===== config.mk =====
export PLATFORM = sky130hd
export DESIGN_NAME = indexed_insert_remove_array
export DESIGN_NICKNAME = d
export VERILOG_FILES = /design/src/rtl/core/iira_pkg.sv /design/src/rtl/core/iira_cell.sv /design/src/rtl/core/iira_ctrl.sv /design/src/rtl/core/indexed_insert_remove_array.sv
export SDC_FILE = /design/constraint.sdc
export NUM_CORES = 1
export LEC_CHECK = 0
export ABC_AREA = 0
export BUFFER_PORTS_ARGS = -buffer_cell sky130_fd_sc_hd__buf_2
export CAP_MARGIN = 15
export CORE_MARGIN = 2
export CORE_UTILIZATION = 35
export CTS_CLUSTER_SIZE = 20
export DETAILED_ROUTE_END_ITERATION = 10
export PLACE_DENSITY = 0.56
export SYNTH_ARGS = -nofsm -noshare
export SYNTH_HDL_FRONTEND = slang
export SYNTH_SLANG_ARGS = --single-unit

===== constraint.sdc =====
create_clock -name aclk -period 9.6 [get_ports aclk]
set_input_delay 0.48 -clock aclk [delete_from_list [all_inputs] [get_ports aclk]]
set_output_delay 0.48 -clock aclk [all_outputs]
set_load 0.05 [all_outputs]

===== src/rtl/core/iira_pkg.sv =====
package iira_pkg;

    localparam int CAPACITY   = 16;
    localparam int DATA_WIDTH = 32;

    // Fixed field widths of the request and result
    localparam int ACT_W  = 3;
    localparam int POS_W  = 4;
    localparam int DIN_W  = 32;
    localparam int ST_W   = 2;
    localparam int OCC_W  = 5;
    localparam int DOUT_W = 32;

    localparam int IDX_W = $clog2(CAPACITY);
    localparam int CNT_W = $clog2(CAPACITY + 1);

    localparam int IN_BITS  = ACT_W + POS_W + DIN_W;
    localparam int OUT_BITS = ST_W + OCC_W + DOUT_W;
    localparam int IN_TW    = ((IN_BITS + 7) / 8) * 8;
    localparam int OUT_TW   = ((OUT_BITS + 7) / 8) * 8;

    typedef enum logic [ACT_W-1:0] {
        ACT_APPEND  = 3'd0,
        ACT_DROP    = 3'd1,
        ACT_INS_AT  = 3'd2,
        ACT_REM_AT  = 3'd3,
        ACT_INS_MID = 3'd4,
        ACT_REM_MID = 3'd5,
        ACT_READ    = 3'd6,
        ACT_NOP     = 3'd7
    } action_t;

    typedef enum logic [ST_W-1:0] {
        ST_OK    = 2'd0,
        ST_FULL  = 2'd1,
        ST_EMPTY = 2'd2,
        ST_RANGE = 2'd3
    } status_t;

    // Edit decided for one request, before qualification by the handshake
    typedef struct packed {
        logic             ins;
        logic             rem;
        logic             rd;
        logic [IDX_W-1:0] at;
    } edit_t;

    // Per-cell next-value select
    typedef struct packed {
        logic load;
        logic from_prev;
        logic from_next;
    } cell_cmd_t;

endpackage


===== src/rtl/core/iira_cell.sv =====
module iira_cell (
    input  logic                            aclk,
    input  iira_pkg::cell_cmd_t             cmd,
    input  logic [iira_pkg::DATA_WIDTH-1:0] load_data,
    input  logic [iira_pkg::DATA_WIDTH-1:0] prev_data,
    input  logic [iira_pkg::DATA_WIDTH-1:0] next_data,
    output logic [iira_pkg::DATA_WIDTH-1:0] entry
);

    logic [iira_pkg::DATA_WIDTH-1:0] entry_reg;
    logic [iira_pkg::DATA_WIDTH-1:0] entry_next;

    always_comb begin
        entry_next = entry_reg;
        if (cmd.load) begin
            entry_next = load_data;
        end else if (cmd.from_prev) begin
            entry_next = prev_data;
        end else if (cmd.from_next) begin
            entry_next = next_data;
        end
    end

    always_ff @(posedge aclk) begin
        entry_reg <= entry_next;
    end

    assign entry = entry_reg;

endmodule


===== src/rtl/core/iira_ctrl.sv =====
module iira_ctrl (
    input  iira_pkg::action_t              action,
    input  logic [iira_pkg::POS_W-1:0]     position,
    input  logic [iira_pkg::CNT_W-1:0]     count,
    output iira_pkg::status_t              status,
    output logic [iira_pkg::CNT_W-1:0]     count_next,
    output iira_pkg::edit_t                edit
);

    logic                       full;
    logic                       empty;
    logic [iira_pkg::CNT_W-1:0] pos_ext;
    logic [iira_pkg::CNT_W-1:0] count_inc;
    logic [iira_pkg::CNT_W-1:0] count_dec;
    logic [iira_pkg::IDX_W-1:0] mid;

    assign full      = (count == iira_pkg::CNT_W'(iira_pkg::CAPACITY));
    assign empty     = (count == '0);
    assign pos_ext   = iira_pkg::CNT_W'(position);
    assign count_inc = count + iira_pkg::CNT_W'(1);
    assign count_dec = count - iira_pkg::CNT_W'(1);
    assign mid       = iira_pkg::IDX_W'(count >> 1);

    always_comb begin
        status     = iira_pkg::ST_OK;
        count_next = count;
        edit       = '0;
        case (action)
            iira_pkg::ACT_APPEND: begin
                if (full) begin
                    status = iira_pkg::ST_FULL;
                end else begin
                    edit.ins   = 1'b1;
                    edit.at    = iira_pkg::IDX_W'(count);
                    count_next = count_inc;
                end
            end
            iira_pkg::ACT_DROP: begin
                if (empty) begin
                    status = iira_pkg::ST_EMPTY;
                end else begin
                    count_next = count_dec;
                end
            end
            iira_pkg::ACT_INS_AT: begin
                if (full) begin
                    status = iira_pkg::ST_FULL;
                end else if (pos_ext > count) begin
                    status = iira_pkg::ST_RANGE;
                end else begin
                    edit.ins   = 1'b1;
                    edit.at    = iira_pkg::IDX_W'(position);
                    count_next = count_inc;
                end
            end
            iira_pkg::ACT_REM_AT: begin
                if (empty) begin
                    status = iira_pkg::ST_EMPTY;
                end else if (pos_ext >= count) begin
                    status = iira_pkg::ST_RANGE;
                end else begin
                    edit.rem   = 1'b1;
                    edit.at    = iira_pkg::IDX_W'(position);
                    count_next = count_dec;
                end
            end
            iira_pkg::ACT_INS_MID: begin
                if (full) begin
                    status = iira_pkg::ST_FULL;
                end else begin
                    edit.ins   = 1'b1;
                    edit.at    = mid;
                    count_next = count_inc;
                end
            end
            iira_pkg::ACT_REM_MID: begin
                if (empty) begin
                    status = iira_pkg::ST_EMPTY;
                end else begin
                    edit.rem   = 1'b1;
                    edit.at    = mid;
                    count_next = count_dec;
                end
            end
            iira_pkg::ACT_READ: begin
                if (empty) begin
                    status = iira_pkg::ST_EMPTY;
                end else if (pos_ext >= count) begin
                    status = iira_pkg::ST_RANGE;
                end else begin
                    edit.rd = 1'b1;
                    edit.at = iira_pkg::IDX_W'(position);
                end
            end
            default: begin
            end
        endcase
    end

endmodule


===== src/rtl/core/indexed_insert_remove_array.sv =====
// Ordered array of 16 entries of 32 bits with an occupancy count. Each request
// appends, drops the last entry, inserts or removes at an index or at the
// middle (count/2), or reads at an index, and yields one result with status,
// new count and read value (zero unless a read succeeds). A request is taken
// every cycle that the input is ready: the entries sit in a row of cells that
// all shift up or down in the same cycle, and the result of a request shows
// up in the output register in the cycle after acceptance. The input stays
// ready while that register is empty or being drained. Rejected requests (full,
// empty, index out of range) leave the array untouched.
module indexed_insert_remove_array (
    input  logic                          aclk,
    input  logic                          aresetn,
    input  logic                          s_tvalid,
    output logic                          s_tready,
    // action [2:0], position [6:3], data_in [38:7], zero [39]
    input  logic [iira_pkg::IN_TW-1:0]    s_tdata,
    output logic                          m_tvalid,
    input  logic                          m_tready,
    // status [1:0], occupancy [6:2], data_out [38:7], zero [39]
    output logic [iira_pkg::OUT_TW-1:0]   m_tdata
);

    localparam int POS_LO = iira_pkg::ACT_W;
    localparam int DIN_LO = iira_pkg::ACT_W + iira_pkg::POS_W;

    logic                            fire;
    iira_pkg::action_t               req_action;
    logic [iira_pkg::POS_W-1:0]      req_position;
    logic [iira_pkg::DATA_WIDTH-1:0] req_data;

    logic [iira_pkg::CNT_W-1:0]      count_reg;
    logic [iira_pkg::CNT_W-1:0]      count_next;
    iira_pkg::status_t               status;
    iira_pkg::edit_t                 edit;

    logic [iira_pkg::DATA_WIDTH-1:0] entries [iira_pkg::CAPACITY];
    iira_pkg::cell_cmd_t             cmds    [iira_pkg::CAPACITY];
    logic [iira_pkg::DATA_WIDTH-1:0] rd_data;

    logic                            m_tvalid_reg;
    logic                            m_tvalid_next;
    logic [iira_pkg::OUT_TW-1:0]     m_tdata_reg;
    logic [iira_pkg::OUT_TW-1:0]     m_tdata_next;

    assign s_tready     = !m_tvalid_reg || m_tready;
    assign fire         = s_tvalid && s_tready;
    assign req_action   = iira_pkg::action_t'(s_tdata[iira_pkg::ACT_W-1:0]);
    assign req_position = s_tdata[DIN_LO-1:POS_LO];
    assign req_data     = iira_pkg::DATA_WIDTH'(s_tdata[DIN_LO +: iira_pkg::DIN_W]);

    iira_ctrl u_ctrl (
        .action     (req_action),
        .position   (req_position),
        .count      (count_reg),
        .status     (status),
        .count_next (count_next),
        .edit       (edit)
    );

    genvar i;
    generate
        for (i = 0; i < iira_pkg::CAPACITY; i++) begin : g_cell
            logic [iira_pkg::DATA_WIDTH-1:0] prev_d;
            logic [iira_pkg::DATA_WIDTH-1:0] next_d;

            // Insert: load at the slot, later cells take their lower neighbor.
            // Remove: the slot and later cells take their upper neighbor.
            assign cmds[i].load      = fire && edit.ins && (edit.at == iira_pkg::IDX_W'(i));
            assign cmds[i].from_prev = fire && edit.ins && (edit.at <  iira_pkg::IDX_W'(i));
            assign cmds[i].from_next = fire && edit.rem && (edit.at <= iira_pkg::IDX_W'(i));

            if (i == 0) begin : g_first
                assign prev_d = '0;
            end else begin : g_mid_prev
                assign prev_d = entries[i-1];
            end

            if (i == iira_pkg::CAPACITY - 1) begin : g_last
                assign next_d = entries[i];
            end else begin : g_mid_next
                assign next_d = entries[i+1];
            end

            iira_cell u_cell (
                .aclk      (aclk),
                .cmd       (cmds[i]),
                .load_data (req_data),
                .prev_data (prev_d),
                .next_data (next_d),
                .entry     (entries[i])
            );
        end
    endgenerate

    assign rd_data = edit.rd ? entries[edit.at] : '0;

    always_comb begin
        m_tvalid_next = m_tvalid_reg;
        m_tdata_next  = m_tdata_reg;
        if (fire) begin
            m_tvalid_next = 1'b1;
            m_tdata_next  = iira_pkg::OUT_TW'({iira_pkg::DOUT_W'(rd_data),
                                               iira_pkg::OCC_W'(count_next),
                                               status});
        end else if (m_tready) begin
            m_tvalid_next = 1'b0;
        end
    end

    always_ff @(posedge aclk) begin
        if (!aresetn) begin
            count_reg    <= '0;
            m_tvalid_reg <= 1'b0;
        end else begin
            if (fire) begin
                count_reg <= count_next;
            end
            m_tvalid_reg <= m_tvalid_next;
        end
    end

    always_ff @(posedge aclk) begin
        m_tdata_reg <= m_tdata_next;
    end

    assign m_tvalid = m_tvalid_reg;
    assign m_tdata  = m_tdata_reg;

endmodule

==> flow_summary.json <==
{
  "yosysTopAreaCellShare": 0.531,
  "path_cells": "inv_1, ha_1, or3b_1, a221oi_2, a211o_4, o31a_2, buf_12, buf_4, nand4_1, buf_4, nand2_1, a31oi_1",
  "rsz0062_at_grt": "false",
  "timing.max_cap.violations": 0,
  "insertion_delay_ns": 0.62,
  "path_buf_inv": 4,
  "end_kind": "flop",
  "cp_common_cell": "buf_4",
  "max-vdd-ir-drop_v": 0.000115,
  "grt_start_max_net_pins": 88,
  "core-area_mm2": 0.0884,
  "finalWorstSetupSlack_ns": 3.62,
  "ys_seq_elements": 557,
  "worstPathRequired_ns": 9.90,
  "crit_family": "buffers and inverters",
  "start_util": 0.353,
  "syn_avg_cell_area_um2": 9.54,
  "die_x_um": 302,
  "synth_edf_count": 551,
  "clkTransAtPathRegs_ns": 0.05,
  "yosysSeqAreaShare": 0.535,
  "p_leak_nw": 13.4,
  "cp_slowest_cell": "nand4_1",
  "postCtsSetupBuffers": 0,
  "arrival_ns": 6.27,
  "synth_cell_types": 71,
  "synth_simple_gate_area_frac": 0.160,
  "synth_area_leaders": "edfxtp_1 (53%), nand2_1 (9.6%), mux2i_1 (7.3%)",
  "grt_pass1_wl_um": 173000,
  "startpoint_type": "flop",
  "setup_viol": 0,
  "gp_congestion": 0.852,
  "cts.sinks": 557,
  "avgRoutedWirePerCell_um": 26.9,
  "hold_viol_final": 0,
  "htree_levels": 3,
  "cts_tree": "built",
  "synth_compound_area_frac": 0.165,
  "post-dp-hpwl_um": 70900,
  "fmax_ghz": 0.167,
  "synth-xor-area-share": 0.000281,
  "io_buffers": 83,
  "die_y_um": 302,
  "fin_crit_ns": 5.98,
  "ant_nets": 0,
  "overflow": 0,
  "cts_hold_buf": 0,
  "synth_top_family_by_area": "compound AO/OA/AOI/OAI gates",
  "wl_um": 119000,
  "cpPeakStageDelay_ns": 1.07,
  "synthMuxAreaShare": 0.0848,
  "viasPerCell": 6.07,
  "die_area_mm2": 0.0915,
  "drtIter0Drc": 4297,
  "yosys.area_share.adder": 0.00281,
  "hold_class": "input port to flop",
  "core.rowCount": 109,
  "numCtsBuffers": 67,
  "skew_ns": 0.0253,
  "power_mw": 6.52,
  "vias": 26970,
  "syn_to_final_growth_pct": 12.4,
  "max-slew-margin-rel": 0.165,
  "final_nets": 3273,
  "synth_ff_type": "edfxtp_1",
  "syn-instance-count": 3266,
  "syn-num-nets": 3317,
  "ctsResizeCount": 0,
  "status": "finished, final reports clean",
  "antenna_found_initial": 11,
  "largest_reg_flops": 512,
  "grt_pass1_vias": 24799,
  "grt_usage": 0.256,
  "clk_path_buf_depth": 3,
  "first_pass_iters": 7,
  "critPathKind": "flop to flop",
  "period_share": 0.623,
  "slew_violations": 0,
  "synth.cell_area_mm2": 0.0312,
  "root_buffer": "clkbuf_16",
  "setup_tns_ns": 0,
  "yosysTopAreaCell": "edfxtp_1",
  "tightestPinTransition_ns": 1.25,
  "drc": 0,
  "power.density_mw_per_mm2": 186,
  "pre_cts_ws_ns": 3.85,
  "drive_above_1_share": 0.106,
  "crit_fanout": 87,
  "yosys_warnings": 0,
  "async_flop_share": 0,
  "ioPinCount": 86
}
worst paths after layout:
check,startpoint,endpoint,slack (ns),cells after the start
setup / recovery,count_reg[1],g_cell[1].u_cell.entry[23],3.62,12
hold / removal,s_tvalid,m_tvalid,0.11,3
setup reg to reg,count_reg[1],g_cell[1].u_cell.entry[23],3.62,12
hold reg to reg,m_tvalid,m_tvalid,0.52,2
stage by stage:
stage | hold slack (ns) | instance area [um2] | util | cells
after global placement | 0.509 | 32800 | 0.371 | 4317
after global routing | 0.102 | 35000 | 0.397 | 4440
final | 0.115 | 35000 | 0.397 | 4441
after floorplan | 0.541 | 31200 | - | 3266
after CTS | 0.0883 | 35000 | 0.396 | 4439
after detailed placement | 0.515 | 32800 | 0.372 | 4318
power by group:
group          leakage (nW)  internal [mW]  switching [mW]
combinational          7.19          0.265           0.650
sequential             5.14           2.88           0.103
clock                  1.08           1.54            1.09
total                  13.4           4.68            1.84
cell families (layout without fill, tap and decap cells):
family | Yosys count | count (layout)
AND/OR/NAND/NOR | 1223 | 1223
AO/OA/AOI/OAI | 825 | 825
flip-flops | 557 | 557
buffers and inverters | 392 | 400
multiplexers | 260 | 260
adder cells (fa/ha/maj) | 7 | 7
other | 1 | 3
XOR/XNOR | 1 | 1
layer usage:
| layer | wire length (um) | track usage | part of all wire | vias to the layer above |
|---|---|---|---|---|
| met1 | 50200 | 0.373 | 0.42 | 13145 |
| met5 | 72 | 0 | 0.00060 | - |
| met2 | 51500 | 0.379 | 0.43 | 1673 |
| met3 | 13600 | 0.0528 | 0.11 | 258 |
| li1 | - | - | - | 11882 |
| met4 | 3960 | 0.0841 | 0.033 | 12 |
synthesized netlist by cell type, drive strengths merged (2+ instances only):
| library cell | instances |
|---|---|
| buf | 86 |
| edfxtp | 551 |
| inv | 115 |
| a21o | 3 |
| nor2b | 4 |
| or4 | 50 |
| o21ai | 98 |
| nor4 | 11 |
| nor2 | 306 |
| dfxtp | 6 |
| clkbuf | 191 |
| a211oi | 5 |
| a221oi | 2 |
| o31ai | 4 |
| nand4 | 13 |
| o211ai | 2 |
| nor3 | 15 |
| ha | 7 |
| nand3 | 13 |
| nand2b | 4 |
| mux2i | 228 |
| and3 | 2 |
| a31oi | 134 |
| o31a | 4 |
| nand2 | 799 |
| o22ai | 122 |
| a21oi | 335 |
| a222oi | 99 |
| a211o | 3 |
| mux2 | 32 |
layout make-up:
cell class,instances,area (um2)
antenna,2,5.00
clock buffer,82,1780
clock inverter,39,417
fill,8723,53300
inverter,115,434
multi-input combinational,2317,13200
sequential,557,16700
tap,1165,1460
timing repair buffer,164,1060
worst min-delay path, cell delays in order:
cell and delay (ns):
buf_2 0.10, inv_1 0.04, a21oi_1 0.05
placed cells by master (no fill, tap or decap), types with 50 or more instances in the layout:
cell type	count
a21oi_1	329
a222oi_1	99
a31oi_1	133
buf_2	83
buf_4	79
clkbuf_16	69
edfxtp_1	551
inv_1	110
mux2i_1	228
nand2_1	795
nor2_1	288
o21ai_0	77
o22ai_1	122
or4_1	50
Power figures use the tool's default switching activity.
